File: src/design/mtt_pkg.sv
// Shared types, character codes and helper functions for the markup tag tokenizer.
`timescale 1ns / 1ps

package mtt_pkg;

	// Parser states; codes above ST_AVAL are unused and behave as ST_OUT
	typedef enum logic [3:0] {
		ST_OUT     = 4'd0,
		ST_LEAD    = 4'd1,
		ST_TNAME   = 4'd2,
		ST_BANG1   = 4'd3,
		ST_BANG    = 4'd4,
		ST_COMMENT = 4'd5,
		ST_PLEAD   = 4'd6,
		ST_PNAME   = 4'd7,
		ST_APNAME  = 4'd8,
		ST_VLEAD   = 4'd9,
		ST_DQ      = 4'd10,
		ST_SQ      = 4'd11,
		ST_BARE    = 4'd12,
		ST_AVAL    = 4'd13
	} state_t;

	typedef enum logic [1:0] {
		CL_NONE  = 2'd0,
		CL_TAG   = 2'd1,
		CL_PNAME = 2'd2,
		CL_PVAL  = 2'd3
	} class_t;

	typedef enum logic [1:0] {
		PD_NONE    = 2'd0,
		PD_VALUE   = 2'd1,
		PD_NOVALUE = 2'd2
	} pdone_t;

	typedef enum logic [2:0] {
		TD_NONE  = 3'd0,
		TD_START = 3'd1,
		TD_END   = 3'd2,
		TD_ABORT = 3'd3,
		TD_SKIP  = 3'd4
	} tdone_t;

	localparam logic [7:0] CH_NUL   = 8'h00;
	localparam logic [7:0] CH_TAB   = 8'h09;
	localparam logic [7:0] CH_LF    = 8'h0A;
	localparam logic [7:0] CH_CR    = 8'h0D;
	localparam logic [7:0] CH_SP    = 8'h20;
	localparam logic [7:0] CH_BANG  = 8'h21;
	localparam logic [7:0] CH_DQ    = 8'h22;
	localparam logic [7:0] CH_SQ    = 8'h27;
	localparam logic [7:0] CH_DASH  = 8'h2D;
	localparam logic [7:0] CH_SLASH = 8'h2F;
	localparam logic [7:0] CH_LT    = 8'h3C;
	localparam logic [7:0] CH_EQ    = 8'h3D;
	localparam logic [7:0] CH_GT    = 8'h3E;
	localparam logic [7:0] CH_UC_A  = 8'h41;
	localparam logic [7:0] CH_UC_Z  = 8'h5A;
	localparam logic [7:0] CASE_GAP = 8'h20;

	typedef struct packed {
		logic [7:0] in_byte;
		logic       stream_end;
	} item_t;

	typedef struct packed {
		logic [7:0] out_byte;
		class_t     out_class;
		pdone_t     param_done;
		tdone_t     tag_done;
	} result_t;

	typedef struct packed {
		state_t st;
		logic   tag_is_end;
		logic   hyphen_seen;
	} parse_t;

	function automatic logic is_blank(input logic [7:0] c);
		return c inside {CH_SP, CH_TAB, CH_LF, CH_CR};
	endfunction

	function automatic logic [7:0] lower_ch(input logic [7:0] c);
		return (c inside {[CH_UC_A:CH_UC_Z]}) ? c + CASE_GAP : c;
	endfunction

endpackage

File: src/design/mtt_stream_if.sv
// Valid/ready channel interface carrying one packed item per handshake.
`timescale 1ns / 1ps

interface mtt_stream_if #(
	parameter type payload_t = logic
);
	logic     valid;
	logic     ready;
	payload_t data;

	modport source (output valid, output data, input ready);
	modport sink (input valid, input data, output ready);
endinterface

File: src/design/mtt_step.sv
// Next-state and result logic of the tokenizer for one byte.
`timescale 1ns / 1ps

module mtt_step
	import mtt_pkg::*;
(
	input  parse_t  cur,
	input  item_t   item,
	output parse_t  nxt,
	output result_t res
);

	logic [7:0] c;
	logic       skip;
	state_t     st;
	tdone_t     fin_tag;
	logic       is_end_q;
	parse_t     idle;

	assign c        = item.in_byte;
	assign skip     = is_blank(c) || (c == CH_NUL);
	assign st       = (cur.st > ST_AVAL) ? ST_OUT : cur.st;
	assign is_end_q = cur.tag_is_end;
	assign fin_tag  = is_end_q ? TD_END : TD_START;
	assign idle     = '{st: ST_OUT, tag_is_end: 1'b0, hyphen_seen: 1'b0};

	// next state
	always_comb begin
		nxt = '{st: st, tag_is_end: cur.tag_is_end, hyphen_seen: cur.hyphen_seen};
		if (item.stream_end) begin
			nxt = idle;
		end else begin
			case (st)
				ST_OUT: begin
					if (c == CH_LT) nxt = '{st: ST_LEAD, tag_is_end: 1'b0, hyphen_seen: 1'b0};
				end
				ST_LEAD: begin
					if (!skip) begin
						if (c == CH_SLASH) begin
							nxt.tag_is_end = 1'b1;
							nxt.st = ST_TNAME;
						end else if (c == CH_BANG) nxt.st = ST_BANG1;
						else if (c == CH_GT) nxt = idle;
						else nxt.st = ST_TNAME;
					end
				end
				ST_TNAME: begin
					if (c == CH_NUL || c == CH_GT) nxt = idle;
					else if (is_blank(c)) nxt.st = ST_PLEAD;
				end
				ST_BANG1: begin
					if (c == CH_DASH) begin
						nxt.hyphen_seen = 1'b0;
						nxt.st = ST_COMMENT;
					end else nxt.st = ST_BANG;
				end
				ST_BANG: begin
					if (c == CH_NUL || c == CH_GT) nxt = idle;
				end
				ST_COMMENT: begin
					if (!cur.hyphen_seen) nxt.hyphen_seen = (c == CH_DASH);
					else if (c == CH_GT) nxt = idle;
					else if (c != CH_DASH) nxt.hyphen_seen = 1'b0;
				end
				ST_PLEAD, ST_AVAL: begin
					if (!skip) begin
						if (c == CH_GT) nxt = idle;
						else if (c == CH_EQ) nxt.st = ST_VLEAD;
						else nxt.st = ST_PNAME;
					end
				end
				ST_PNAME: begin
					if (c == CH_NUL || c == CH_GT) nxt = idle;
					else if (c == CH_EQ) nxt.st = ST_VLEAD;
					else if (is_blank(c)) nxt.st = ST_APNAME;
				end
				ST_APNAME: begin
					if (!skip) begin
						if (c == CH_EQ) nxt.st = ST_VLEAD;
						else if (c == CH_GT) nxt = idle;
						else nxt.st = ST_PNAME;
					end
				end
				ST_VLEAD: begin
					if (!skip) begin
						if (c == CH_DQ) nxt.st = ST_DQ;
						else if (c == CH_SQ) nxt.st = ST_SQ;
						else if (c == CH_GT) nxt = idle;
						else nxt.st = ST_BARE;
					end
				end
				ST_DQ: begin
					if (c == CH_NUL) nxt = idle;
					else if (c == CH_DQ) nxt.st = ST_AVAL;
				end
				ST_SQ: begin
					if (c == CH_NUL) nxt = idle;
					else if (c == CH_SQ) nxt.st = ST_AVAL;
				end
				ST_BARE: begin
					if (c == CH_NUL || c == CH_GT) nxt = idle;
					else if (is_blank(c)) nxt.st = ST_AVAL;
				end
				default: nxt = idle;
			endcase
		end
	end

	// result
	always_comb begin
		res = '{out_byte: 8'h00, out_class: CL_NONE, param_done: PD_NONE, tag_done: TD_NONE};
		if (item.stream_end) begin
			if (st != ST_OUT) res.tag_done = TD_ABORT;
		end else begin
			case (st)
				ST_LEAD: begin
					if (!skip) begin
						if (c == CH_GT) res.tag_done = fin_tag;
						else if (c != CH_SLASH && c != CH_BANG) begin
							res.out_byte  = lower_ch(c);
							res.out_class = CL_TAG;
						end
					end
				end
				ST_TNAME: begin
					if (c == CH_NUL) res.tag_done = TD_ABORT;
					else if (c == CH_GT) res.tag_done = fin_tag;
					else if (!is_blank(c)) begin
						res.out_byte  = lower_ch(c);
						res.out_class = CL_TAG;
					end
				end
				ST_BANG: begin
					if (c == CH_NUL) res.tag_done = TD_ABORT;
					else if (c == CH_GT) res.tag_done = TD_SKIP;
				end
				ST_COMMENT: begin
					if (cur.hyphen_seen && c == CH_GT) res.tag_done = TD_SKIP;
				end
				ST_PLEAD, ST_APNAME, ST_AVAL: begin
					if (!skip && !(st == ST_APNAME && c == CH_EQ)) begin
						if (st == ST_APNAME) res.param_done = PD_NOVALUE;
						else if (st == ST_AVAL) res.param_done = PD_VALUE;
						if (c == CH_GT) res.tag_done = fin_tag;
						else if (c != CH_EQ) begin
							res.out_byte  = lower_ch(c);
							res.out_class = CL_PNAME;
						end
					end
				end
				ST_PNAME: begin
					if (c == CH_NUL) res.tag_done = TD_ABORT;
					else if (c == CH_GT) begin
						res.param_done = PD_NOVALUE;
						res.tag_done   = fin_tag;
					end else if (c != CH_EQ && !is_blank(c)) begin
						res.out_byte  = lower_ch(c);
						res.out_class = CL_PNAME;
					end
				end
				ST_VLEAD: begin
					if (!skip && c != CH_DQ && c != CH_SQ) begin
						if (c == CH_GT) begin
							res.param_done = PD_VALUE;
							res.tag_done   = fin_tag;
						end else begin
							res.out_byte  = c;
							res.out_class = CL_PVAL;
						end
					end
				end
				ST_DQ, ST_SQ: begin
					if (c == CH_NUL) res.tag_done = TD_ABORT;
					else if (!((st == ST_DQ && c == CH_DQ) || (st == ST_SQ && c == CH_SQ))) begin
						res.out_byte  = c;
						res.out_class = CL_PVAL;
					end
				end
				ST_BARE: begin
					if (c == CH_NUL) res.tag_done = TD_ABORT;
					else if (c == CH_GT) begin
						res.param_done = PD_VALUE;
						res.tag_done   = fin_tag;
					end else if (!is_blank(c)) begin
						res.out_byte  = c;
						res.out_class = CL_PVAL;
					end
				end
				default: ;
			endcase
		end
	end

endmodule

File: src/design/markup_tag_tokenizer.sv
// Top level of the markup tag tokenizer: input register, parser state and result register.
`timescale 1ns / 1ps
// Latency: a byte accepted into the input register passes through the parser step into the
// result register, which drives the output; a stalled sink holds the result there.
// Throughput: one byte per cycle while the sink keeps taking results; each byte yields exactly one result item.
// The rate is set by the combinational parser step between the input and result registers.
// Reset (arst_n low, asynchronous): both stages empty, parser outside any tag, flags clear.

module markup_tag_tokenizer
	import mtt_pkg::*;
(
	input logic          clk,
	input logic          arst_n,
	mtt_stream_if.sink   byte_ch,
	mtt_stream_if.source token_ch
);

	// Stage 1 holds the accepted byte; stage 2 holds the finished result.
	logic    valid_s1;
	item_t   item_s1;
	logic    valid_s2;
	result_t res_s2;

	parse_t  state_q;
	parse_t  state_nxt;
	result_t res_nxt;

	logic    stall;
	logic    fire_s1;

	// A result waiting on a stalled sink blocks stage 1 from moving on.
	assign stall   = valid_s2 && !token_ch.ready;
	assign fire_s1 = valid_s1 && !stall;

	// Take a new byte whenever stage 1 is empty or drains this cycle.
	assign byte_ch.ready = !valid_s1 || !stall;

	always_ff @(posedge clk or negedge arst_n) begin
		if (!arst_n) begin
			valid_s1 <= 1'b0;
		end else if (byte_ch.ready) begin
			valid_s1 <= byte_ch.valid;
		end
	end

	always_ff @(posedge clk) begin
		if (byte_ch.ready && byte_ch.valid) begin
			item_s1 <= byte_ch.data;
		end
	end

	mtt_step u_step (
		.cur  (state_q),
		.item (item_s1),
		.nxt  (state_nxt),
		.res  (res_nxt)
	);

	// Advance the parser only when the byte in stage 1 moves to the result stage.
	always_ff @(posedge clk or negedge arst_n) begin
		if (!arst_n) begin
			state_q <= '{st: ST_OUT, tag_is_end: 1'b0, hyphen_seen: 1'b0};
		end else if (fire_s1) begin
			state_q <= state_nxt;
		end
	end

	// Result stage: load on a fresh result, drop once the sink takes the item.
	always_ff @(posedge clk or negedge arst_n) begin
		if (!arst_n) begin
			valid_s2 <= 1'b0;
		end else if (!stall) begin
			valid_s2 <= valid_s1;
		end
	end

	always_ff @(posedge clk) begin
		if (fire_s1) begin
			res_s2 <= res_nxt;
		end
	end

	assign token_ch.valid = valid_s2;
	assign token_ch.data  = res_s2;

	// A byte that closes or aborts a tag leaves the parser outside any tag.
	a_done_goes_out: assert property (@(posedge clk) disable iff (!arst_n)
		fire_s1 && res_nxt.tag_done != TD_NONE |=> state_q.st == ST_OUT)
		else $error("parser not idle after tag completion");

	// Stream end always returns the parser to its reset state.
	a_end_resets: assert property (@(posedge clk) disable iff (!arst_n)
		fire_s1 && item_s1.stream_end |=>
			state_q.st == ST_OUT && !state_q.tag_is_end && !state_q.hyphen_seen)
		else $error("stream end did not clear parser state");

	// The hyphen mark only lives inside a comment.
	a_hyphen_in_comment: assert property (@(posedge clk) disable iff (!arst_n)
		state_q.hyphen_seen |-> state_q.st == ST_COMMENT)
		else $error("hyphen mark set outside a comment");

	// No character means a zero byte on the output.
	a_none_zero_byte: assert property (@(posedge clk) disable iff (!arst_n)
		valid_s2 && res_s2.out_class == CL_NONE |-> res_s2.out_byte == 8'h00)
		else $error("byte emitted without a class");

	// A parameter close never shares a result with a tag name character.
	a_param_not_tag: assert property (@(posedge clk) disable iff (!arst_n)
		valid_s2 && res_s2.param_done != PD_NONE |-> res_s2.out_class != CL_TAG)
		else $error("parameter close alongside tag name character");

endmodule
File: src/flat_wrapper.sv
// flat-port wrapper written by rule: the top's interface ports become plain ports
module markup_tag_tokenizer_flat import mtt_pkg::*;
  (clk, arst_n, byte_ch_valid, byte_ch_data, byte_ch_ready, token_ch_valid, token_ch_data, token_ch_ready);
  mtt_stream_if byte_ch_i ();
  mtt_stream_if token_ch_i ();
  input logic clk;
  input logic arst_n;
  input wire logic [$bits(byte_ch_i.valid)-1:0] byte_ch_valid;
  input wire logic [$bits(byte_ch_i.data)-1:0] byte_ch_data;
  output wire logic [$bits(byte_ch_i.ready)-1:0] byte_ch_ready;
  output wire logic [$bits(token_ch_i.valid)-1:0] token_ch_valid;
  output wire logic [$bits(token_ch_i.data)-1:0] token_ch_data;
  input wire logic [$bits(token_ch_i.ready)-1:0] token_ch_ready;
  assign byte_ch_i.valid = byte_ch_valid;
  assign byte_ch_i.data = byte_ch_data;
  assign byte_ch_ready = byte_ch_i.ready;
  assign token_ch_valid = token_ch_i.valid;
  assign token_ch_data = token_ch_i.data;
  assign token_ch_i.ready = token_ch_ready;
  markup_tag_tokenizer u_core (.clk(clk), .arst_n(arst_n), .byte_ch(byte_ch_i), .token_ch(token_ch_i));
endmodule
File: config.mk
export PLATFORM = sky130hd
export DESIGN_NAME = markup_tag_tokenizer_flat
export DESIGN_NICKNAME = d
export VERILOG_FILES = /design/src/design/mtt_pkg.sv /design/src/design/mtt_stream_if.sv /design/src/design/mtt_step.sv /design/src/design/markup_tag_tokenizer.sv /design/src/flat_wrapper.sv
export SDC_FILE = /design/constraint.sdc
export NUM_CORES = 1
export LEC_CHECK = 0
export ABC_AREA = 0
export BUFFER_PORTS_ARGS = -buffer_cell sky130_fd_sc_hd__buf_2
export CAP_MARGIN = 20
export CELL_PAD_IN_SITES_DETAIL_PLACEMENT = 2
export CELL_PAD_IN_SITES_GLOBAL_PLACEMENT = 2
export CORE_AREA = 2 2 39 41
export CTS_BUF_LIST = sky130_fd_sc_hd__clkbuf_8 sky130_fd_sc_hd__clkbuf_16
export DETAILED_ROUTE_END_ITERATION = 12
export DIE_AREA = 0 0 41 43
export HOLD_SLACK_MARGIN = 0.03
export PLACE_DENSITY_LB_ADDON = 0.1
export SYNTH_ARGS = -nofsm -noshare
export SYNTH_HDL_FRONTEND = slang
export SYNTH_SLANG_ARGS = --single-unit
File: constraint.sdc
create_clock -name clk -period 1.34 [get_ports clk]
set_input_delay 0.201 -clock clk [delete_from_list [all_inputs] [get_ports clk]]
set_output_delay 0.201 -clock clk [all_outputs]
set_load 0.05 [all_outputs]
==> impl_metrics.yaml, run 1 <==
timing:
  holdWs_ns: 0.137
  finalMaxSlewViolations: 0
  setup_violations: 0
  fin_setup_tns_ns: 0
  slew_headroom_pct: 82.2
  grt_setup_unrepaired: "false"
  tightest_slew_ns: 0.264
  period_needed_ns: 1.27
  clock.fmax_mhz: 785
  period_share_pct: 95.1
  hold_viol_final: 0
  final.setup_skew_ns: 0.00635
clock_network:
  cts_buffers: 3
  cts_tree: "yes"
  cts-root-buf: "clkbuf_8"
  h-tree-depth: 1
  clk_pin_slew_ns: 0.05
  postCtsSetupRepairBufs: 0
  clock_latency_ns: 0.24
  clockBufferDepth: 2
  clock-sinks: 8
yosys:
  yosysUniqueCellTypes: 18
  avgSynthCellArea_um2: 10.9
  netlist_instances: 35
  seq_area_frac_synth_pct: 55.3
  synth.cell_area_um2: 380
  synth_nets: 40
  synth-seq-cells: 8
  yosysWarnings: 0
final_layout:
  area_growth_pct: 29.6
  fin_nets: 53
  drive_gt1_share_pct: 25.5
  n_antenna_cell: 0
  nFillCells: 156
setup_path:
  end_kind: "primary output"
  critical_path_required_ns: 1.14
  worstPathMaxFanout: 5
  crit_start: "u_core.valid_s1"
  reg2reg_from: "u_core.state_q[3]"
  crit_family: "flip-flops"
  start_kind: "flop"
  crit_path_max_incr_delay_ns: 0.42
  cp_cell_sequence: "nand3b_1, buf_2"
  crit_buf_inv: 1
  arrival_ns: 1.07
  crit_slowest_cell: "dfrtp_1"
  path_class: "flop to primary output"
status:
  status: "complete, no violations"
die:
  die_area_um2: 1760
  pin_count: 8
  core-area_um2: 1380
  start_util_pct: 27.5
  dieWidth_um: 41
  row_count: 14
  fp.dieH_um: 43
power_and_ir_drop:
  power_mw: 0.643
  p_leak_nw: 0.207
  vdd_drop_max_mv: 0.506
  power_density_nw_per_um2: 1300
hold_path:
  min_from: "byte_ch_data"
  worst_hold_path_type: "primary input to flop"
route:
  drt-total-wl_um: 949
  vias: 328
  drc: 0
  first_iter_violations: 4
  vias_per_cell: 5.21
  wire_per_inst_um: 15.1
  dr.pass1.iters: 4
  ant_nets: 0
placed_design:
  portBuffers: 7
  dpl.hpwl_um: 688
  gp_congestion: 0.760
flow_run:
  drv_cap: 0
global_routing:
  grt_pass1_vias: 348
  antenna_found_initial: 0
  grt_start_max_net_pins: 10
  grt_usage_pct: 14.4
  grt_remaining_overflow: 0
  grt_pass1_wl_mm: 1.58
## state kept, by name, summed over array words and instances (netlist names)
name                   cells
u_core.state_q             4
u_core.token_ch.data       1
u_core.token_ch.valid      1
u_core.item_s1             1
u_core.valid_s1            1
## path summary, 6_finish.rpt
check                                        end  slack (ns)  cells after the start
max in group asynchronous      u_core.state_q[3]        0.84                      2
min                            u_core.item_s1[0]        0.14                      1
min reg2reg                u_core.token_ch.valid        0.58                      1
max reg2reg                 u_core.token_ch.data        0.07                      3
max                                byte_ch_ready        0.07                      2
min in group asynchronous      u_core.state_q[4]        0.33                      2
## cell type report
cell class              count  area [um2]  area share (%)
flip-flops and latches      8         213            43.1
multi-input cells          23         155            31.5
repair buffers              8        45.0            9.14
clock buffers               3        41.3            8.38
well taps                  16        20.0            4.06
inverters                   4        15.0            3.05
clock inverters             1        3.75           0.761
## metrics by stage
stage / util, % / worst slack [ns] / cells / instance area (um2)
after detailed placement: 31.6 / 0.0534 / 58 / 437
final: 35.6 / 0.0663 / 63 / 493
after floorplan: - / -0.209 / 35 / 382
after CTS: 35.5 / 0.0499 / 63 / 492
after global routing: 35.6 / 0.00184 / 63 / 493
after global placement: 31.6 / 0.128 / 58 / 437
## cell families after synthesis
kind of cell           share of synthesized area, %
buffers and inverters                          3.95
and+or+nand+nor                                23.0
DFF                                            55.3
AOI/OAI and AO/OA                              17.8
## layer usage
| layer | up-vias | global-route usage, % | part of all wire (%) |
|---|---|---|---|
| li1 | 155 | - | - |
| met1 | 166 | 16.9 | 45 |
| met2 | 5 | 20.0 | 50 |
| met3 | 2 | 6.28 | 3.7 |
| met4 | 0 | 10.0 | 1.7 |
| met5 | - | 0 | 0 |
## power by group
group / internal [mW] / leakage (nW) / total, mW / switching, mW
logic: 0.0186 / 0.0852 / 0.0651 / 0.0464
clock network: 0.200 / 0.0269 / 0.309 / 0.109
registers: 0.261 / 0.0945 / 0.269 / 0.00810
## cells in the mapped netlist
library cell / number / share of area [%]
o21ai_0: 2 / 2.6
nor4bb_1: 1 / 2.6
nand2b_1: 5 / 8.2
nand2_1: 2 / 2.0
a31oi_1: 1 / 1.6
inv_1: 4 / 3.9
nor4_1: 2 / 3.3
a221o_1: 1 / 2.6
dfrtp_1: 6 / 39
o21a_1: 2 / 3.9
o32ai_1: 1 / 2.3
edfxtp_1: 2 / 16
a221oi_1: 1 / 2.3
and4_1: 1 / 2.3
a311oi_1: 1 / 2.3
nand3b_1: 1 / 2.0
nor2_1: 1 / 0.99
and2_1: 1 / 1.6
## layout by cell type (no fill, tap or decap), drive strengths merged, types with 2 or more instances in the layout
cell / count
nor4: 2
clkbuf: 3
nand2b: 5
buf: 7
edfxtp: 2
o21a: 2
o21ai: 2
nand2: 2
inv: 5
dfrtp: 6
## what timing repair did
action                                  4_1_cts  5_1_grt
hold endpoints to repair                      6        0
hold buffers                                  1        0
resized for setup                             0        1
endpoints found under the setup margin        0        1
Power figures use the tool's default switching activity.
==> run 2: changes to the inputs <==
Settings changed: MAX_ROUTING_LAYER from default to met4.
==> impl_metrics.yaml, run 2 (same netlist as run 1, synthesis figures left out) <==
setup_path:
  crit_buf_inv: 0
  end_kind: "flop"
  start_kind: "flop"
  reg2reg_to: "u_core.token_ch.data"
  r2r_setup_slack_ns: 0.08
  reg2regPathDepth: 3
  worstPathMaxFanout: 8
  cp_cell_sequence: "nand2b_1, a221oi_1, a311oi_1"
  path_class: "flop to flop"
  crit_slowest_cell: "dfrtp_2"
  arrival_ns: 1.23
  crit_start: "u_core.state_q[3]"
  crit_family: "flip-flops"
  crit_path_max_incr_delay_ns: 0.44
  critical_path_required_ns: 1.31
  reg2reg_from: "u_core.state_q[3]"
die:
  fp.dieH_um: 43
  die_area_um2: 1760
  start_util_pct: 27.5
  row_count: 14
  core-area_um2: 1380
  pin_count: 8
  dieWidth_um: 41
final_layout:
  largest_reg_flops: 4
  regArea_um2: 213
  n_antenna_cell: 0
  nFillCells: 156
  final_common_cell: "buf_2"
  drive_gt1_share_pct: 25.5
  fin_util_pct: 35.6
  final_cell_mix: "buf_2 (7), nand2b_1 (5), inv_1 (5)"
  fin_nets: 53
  area_growth_pct: 29.6
  multiInputGateArea_um2: 155
  regMostFlops: "u_core.state_q"
timing:
  clock.fmax_mhz: 791
  finalMaxSlewViolations: 0
  slew_headroom_pct: 81.6
  hold_viol_final: 0
  fin_setup_tns_ns: 0
  holdWs_ns: 0.139
  tightest_slew_ns: 0.273
  period_needed_ns: 1.26
  final.setup_skew_ns: 0.00442
  setup_violations: 0
  worst_slack_ns: 0.0758
  period_share_pct: 94.3
  grt_setup_unrepaired: "false"
global_routing:
  grt_pass1_wl_mm: 1.57
  antenna_found_initial: 0
  grt_usage_pct: 14.7
  grt_remaining_overflow: 0
  grt_pass1_vias: 344
  grt_start_max_net_pins: 10
hold_path:
  min_from: "byte_ch_data"
  hold_path_depth: 1
  holdPathEnd: "u_core.item_s1[0]"
  worst_hold_path_type: "primary input to flop"
placed_design:
  gp_congestion: 0.770
  dpl.hpwl_um: 688
  preCtsSetupSlack_ns: 0.0534
  portBuffers: 7
route:
  drc: 0
  dr.pass1.iters: 2
  drt-total-wl_um: 934
  ant_nets: 0
  vias_per_cell: 5.30
  wire_per_inst_um: 14.8
  vias: 334
  first_iter_violations: 3
flow_run:
  drv_cap: 0
clock_network:
  clock_latency_ns: 0.23
  clock-sinks: 8
  cts_buffers: 3
  cts-root-buf: "clkbuf_8"
  cts_tree: "yes"
  clk_pin_slew_ns: 0.05
  h-tree-depth: 1
  clockBufferDepth: 2
status:
  status: "complete, no violations"
power_and_ir_drop:
  p_leak_nw: 0.207
  vdd_drop_max_mv: 0.507
  power_mw: 0.640
  power_density_nw_per_um2: 1300
## run 2: cell counts in the layout (fill, tap and decap cells not counted)
Identical to the previous run, type by type.
## run 2: final cells by class
class	count	area share, %
Multi-Input combinational cell	23	31.5
Sequential cell	8	43.1
Clock inverter	1	0.761
Timing Repair Buffer	8	9.14
Inverter	4	3.05
Clock buffer	3	8.38
Tap cell	16	4.06
## run 2: routing by layer
layer | routed length [um] | vias up | GRT usage (%)
met5 | 0 | - | -
met4 | 27 | 0 | 10.0
met3 | 35 | 4 | 6.28
met2 | 465 | 7 | 20.0
met1 | 405 | 168 | 16.6
li1 | - | 155 | -
## run 2: repair_timing
| item | in CTS | in global routing |
|---|---|---|
| endpoints found under the hold margin | 6 | 0 |
| gates resized for setup | 0 | 1 |
| endpoints found under the setup margin | 0 | 1 |
| hold buffers | 1 | 0 |
| buffers inserted | 0 | 0 |
## run 2: metrics by stage
| step | cells | instance area [um2] |
|---|---|---|
| after global routing | 63 | 493 |
| after global placement | 58 | 437 |
| after detailed placement | 58 | 437 |
| after CTS | 63 | 492 |
| final | 63 | 493 |
| after floorplan | 35 | 382 |
## run 2: worst max path at each step
| stage | to | slack (ns) | cells after the start |
|---|---|---|---|
| after CTS | u_core.token_ch.data | 0.05 | 3 |
| final | u_core.token_ch.data | 0.08 | 3 |
| after detailed placement | u_core.token_ch.data | 0.05 | 3 |
| after global placement | u_core.token_ch.data | 0.13 | 3 |
| after floorplan | u_core.item_s1[0] | -0.21 | 2 |
| after global routing | byte_ch_ready | 0.002 | 2 |
## run 2: power breakdown
group          internal, mW  total, mW  leakage, nW  switching (mW)
logic                0.0187     0.0646       0.0852          0.0459
registers             0.261      0.268       0.0945         0.00782
clock network         0.199      0.307       0.0269           0.107
total                 0.479      0.640        0.207           0.161
==> run 3: changes to the inputs <==
Settings changed: CORE_AREA 2 2 39 41 to default, CORE_UTILIZATION from default to 37, DIE_AREA 0 0 41 43 to default, SYNTH_HIERARCHICAL from default to 1.
==> impl_metrics.yaml, run 3 <==
die:
  fp.dieH_um: 66.7
  start_util_pct: 38.7
  pin_count: 8
  row_count: 23
  dieWidth_um: 66.7
global_routing:
  antenna_found_initial: 0
  grt_start_max_net_pins: 17
clock_network:
  clockBufferDepth: 2
  cts-root-buf: "clkbuf_8"
  cts_buffers: 3
  h-tree-depth: 1
yosys:
  yosysWarnings: 6
  netlist_instances: 203
  synth.cell_area_um2: 1550
  avgSynthCellArea_um2: 7.62
timing:
  grt_repair_worst_endpoint: "u_core/token_ch.data$_DFFE_PP_/D"
  worst-ep-kind: "sequential cell input"
status:
  stop_stage: "5_1_grt"
  error_line: "[ERROR DPL-0033] detailed placement checks failed during check placement."
  status: "did not finish"
placed_design:
  placed_cell_area_um2: 1910
  gp_congestion: 0.997
  dpl.hpwl_mm: 5.64
  portBuffers: 7
  dp.cells: 306
[run 3: metrics by stage]
stage / worst slack [ns] / hold WS (ns)
after floorplan: -0.455 / -0.0946
after global placement: -0.619 / 0.0640
after detailed placement: -0.692 / 0.0727
after CTS: -0.640 / 0.128
[run 3: what timing repair did]
item | in CTS
pin swaps | 8
setup buffers | 3
hold endpoints to repair | 8
endpoints found under the setup margin | 7
hold buffers | 1
gates resized for setup | 22
==> run 4: changes to the inputs <==
Settings changed: CELL_PAD_IN_SITES_DETAIL_PLACEMENT 2 to default, CELL_PAD_IN_SITES_GLOBAL_PLACEMENT 2 to default, CORE_UTILIZATION 37 to 25, CTS_BUF_LIST sky130_fd_sc_hd__clkbuf_8 sky130_fd_sc_hd__clkbuf_16 to default, HOLD_SLACK_MARGIN 0.03 to default, MAX_ROUTING_LAYER met4 to default, PLACE_DENSITY_LB_ADDON 0.1 to 0.15.
==> impl_metrics.yaml, run 4 <==
final_layout:
  drive_gt1_share_pct: 39.6
  fin_util_pct: 37.7
  stdcell_area_um2: 2250
  area_growth_pct: 45.2
  regArea_um2: 264
  fin_nets: 274
  n_antenna_cell: 0
  regMostFlops: "u_core/state_q"
  largest_reg_flops: 6
  final_common_cell: "buf_4"
  fin_cells: 343
  nFillCells: 652
  final_cell_mix: "buf_4 (31), conb_1 (28), nor2_1 (17)"
  multiInputGateArea_um2: 1380
die:
  dieWidth_um: 80.7
  row_count: 28
  start_util_pct: 26.0
  pin_count: 8
  die_area_um2: 6500
  fp.dieH_um: 80.7
  core-area_um2: 5960
yosys:
  netlist_instances: 203
  synth.cell_area_um2: 1550
  yosysWarnings: 6
  avgSynthCellArea_um2: 7.62
timing:
  fin_setup_tns_ns: -3.60
  period_share_pct: 144
  hold_viol_final: 0
  setup_violations: 7
  holdWs_ns: 0.145
  period_needed_ns: 1.94
  grt_setup_unrepaired: "true"
  worst_slack_ns: -0.595
  final.setup_skew_ns: 0.00372
  clock.fmax_mhz: 517
  finalMaxSlewViolations: 0
power_and_ir_drop:
  power_density_nw_per_um2: 393
  internal_power_mw: 0.637
  p_sw_mw: 0.245
  p_leak_nw: 1.00
  pwr-share-seq_pct: 37.4
  vdd_drop_max_mv: 0.460
  power.share.clock_pct: 44.4
  combinationalPowerShare_pct: 18.2
  power_mw: 0.882
  switching_share_pct: 27.8
placed_design:
  portBuffers: 7
  dpl.hpwl_mm: 4.07
  placed_cell_area_um2: 1960
  preCtsSetupSlack_ns: -0.696
  gp_congestion: 0.835
  dp.cells: 333
setup_path:
  critical_path_required_ns: 1.47
  reg2regPathDepth: 8
  start_kind: "flop"
  arrival_ns: 2.06
  worstPathMaxFanout: 8
  path_class: "flop to flop"
  end_kind: "flop"
route:
  drt-total-wl_mm: 5.46
  vias: 1710
  wire_per_inst_um: 15.9
  ant_nets: 0
  dr.pass1.iters: 4
  drc: 0
  vias_per_cell: 4.99
  first_iter_violations: 125
hold_path:
  worst_hold_path_type: "primary input to flop"
  hold_path_depth: 1
clock_network:
  h-tree-depth: 1
  cts_buffers: 3
  cts-root-buf: "clkbuf_8"
  cts_tree: "yes"
  clock_latency_ns: 0.24
  clockBufferDepth: 2
  clk_pin_slew_ns: 0.05
  clock-sinks: 10
status:
  status: "complete, but fails checks"
  violations: "setup timing"
flow_run:
  drv_cap: 0
global_routing:
  antenna_found_initial: 0
  grt_pass1_wl_mm: 8.46
  grt_start_max_net_pins: 13
  grt_usage_pct: 17.2
  grt_pass1_vias: 1640
  grt_remaining_overflow: 0
[run 4: timing repair]
| action | in CTS | in global routing |
|---|---|---|
| hold buffers | 1 | 0 |
| cloned | 0 | 1 |
| setup buffers | 3 | 2 |
| endpoints found under the hold margin | 8 | 0 |
| setup endpoints to repair | 7 | 7 |
| gates resized for setup | 22 | 22 |
| pin swaps | 8 | 5 |
[run 4: worst max-delay path, stage by stage (launching register included)]
cell and delay [ns]:
dfrtp_2 0.49, buf_6 0.13, and3b_2 0.22, o21ai_2 0.20, nand2_1 0.10, o21ai_0 0.08
a22o_1 0.18, a41oi_1 0.13, mux2_4 0.29
[run 4: path summary, 6_finish.rpt]
kind,start,end,slack [ns]
setup / recovery,u_core/state_q[3],u_core/state_q[5],-0.60
min in group asynchronous,arst_n,u_core/state_q[2],0.34
max in group asynchronous,arst_n,u_core/token_ch.valid,0.79
setup reg to reg,u_core/state_q[3],u_core/state_q[5],-0.60
hold reg to reg,u_core/valid_s1,u_core/token_ch.valid,0.55
hold / removal,byte_ch_data,u_core/item_s1[0],0.15
[run 4: layout make-up]
class	instances	area share, %
Multi-Input combinational cell	195	61.2
Inverter	6	1.11
Sequential cell	10	11.8
Timing Repair Buffer	53	19.3
Tap cell	75	4.18
Clock buffer	4	2.45
[run 4: metal layers]
layer | global-route usage (%) | wire length (um)
met1 | 23.1 | 2510
met2 | 27.2 | 2550
met3 | 3.07 | 198
met4 | 6.43 | 197
met5 | 0 | 0
[run 4: power groups by stage]
| stage | Clock, mW | Combinational [mW] | Sequential (mW) |
|---|---|---|---|
| final | 0.392 | 0.161 | 0.330 |
| after global placement | 0 | 0.145 | 0.334 |
| after detailed placement | 0 | 0.145 | 0.335 |
| after CTS | 0.395 | 0.148 | 0.329 |
| after global routing | 0.419 | 0.177 | 0.330 |
| after floorplan | 0 | 0.114 | 0.349 |
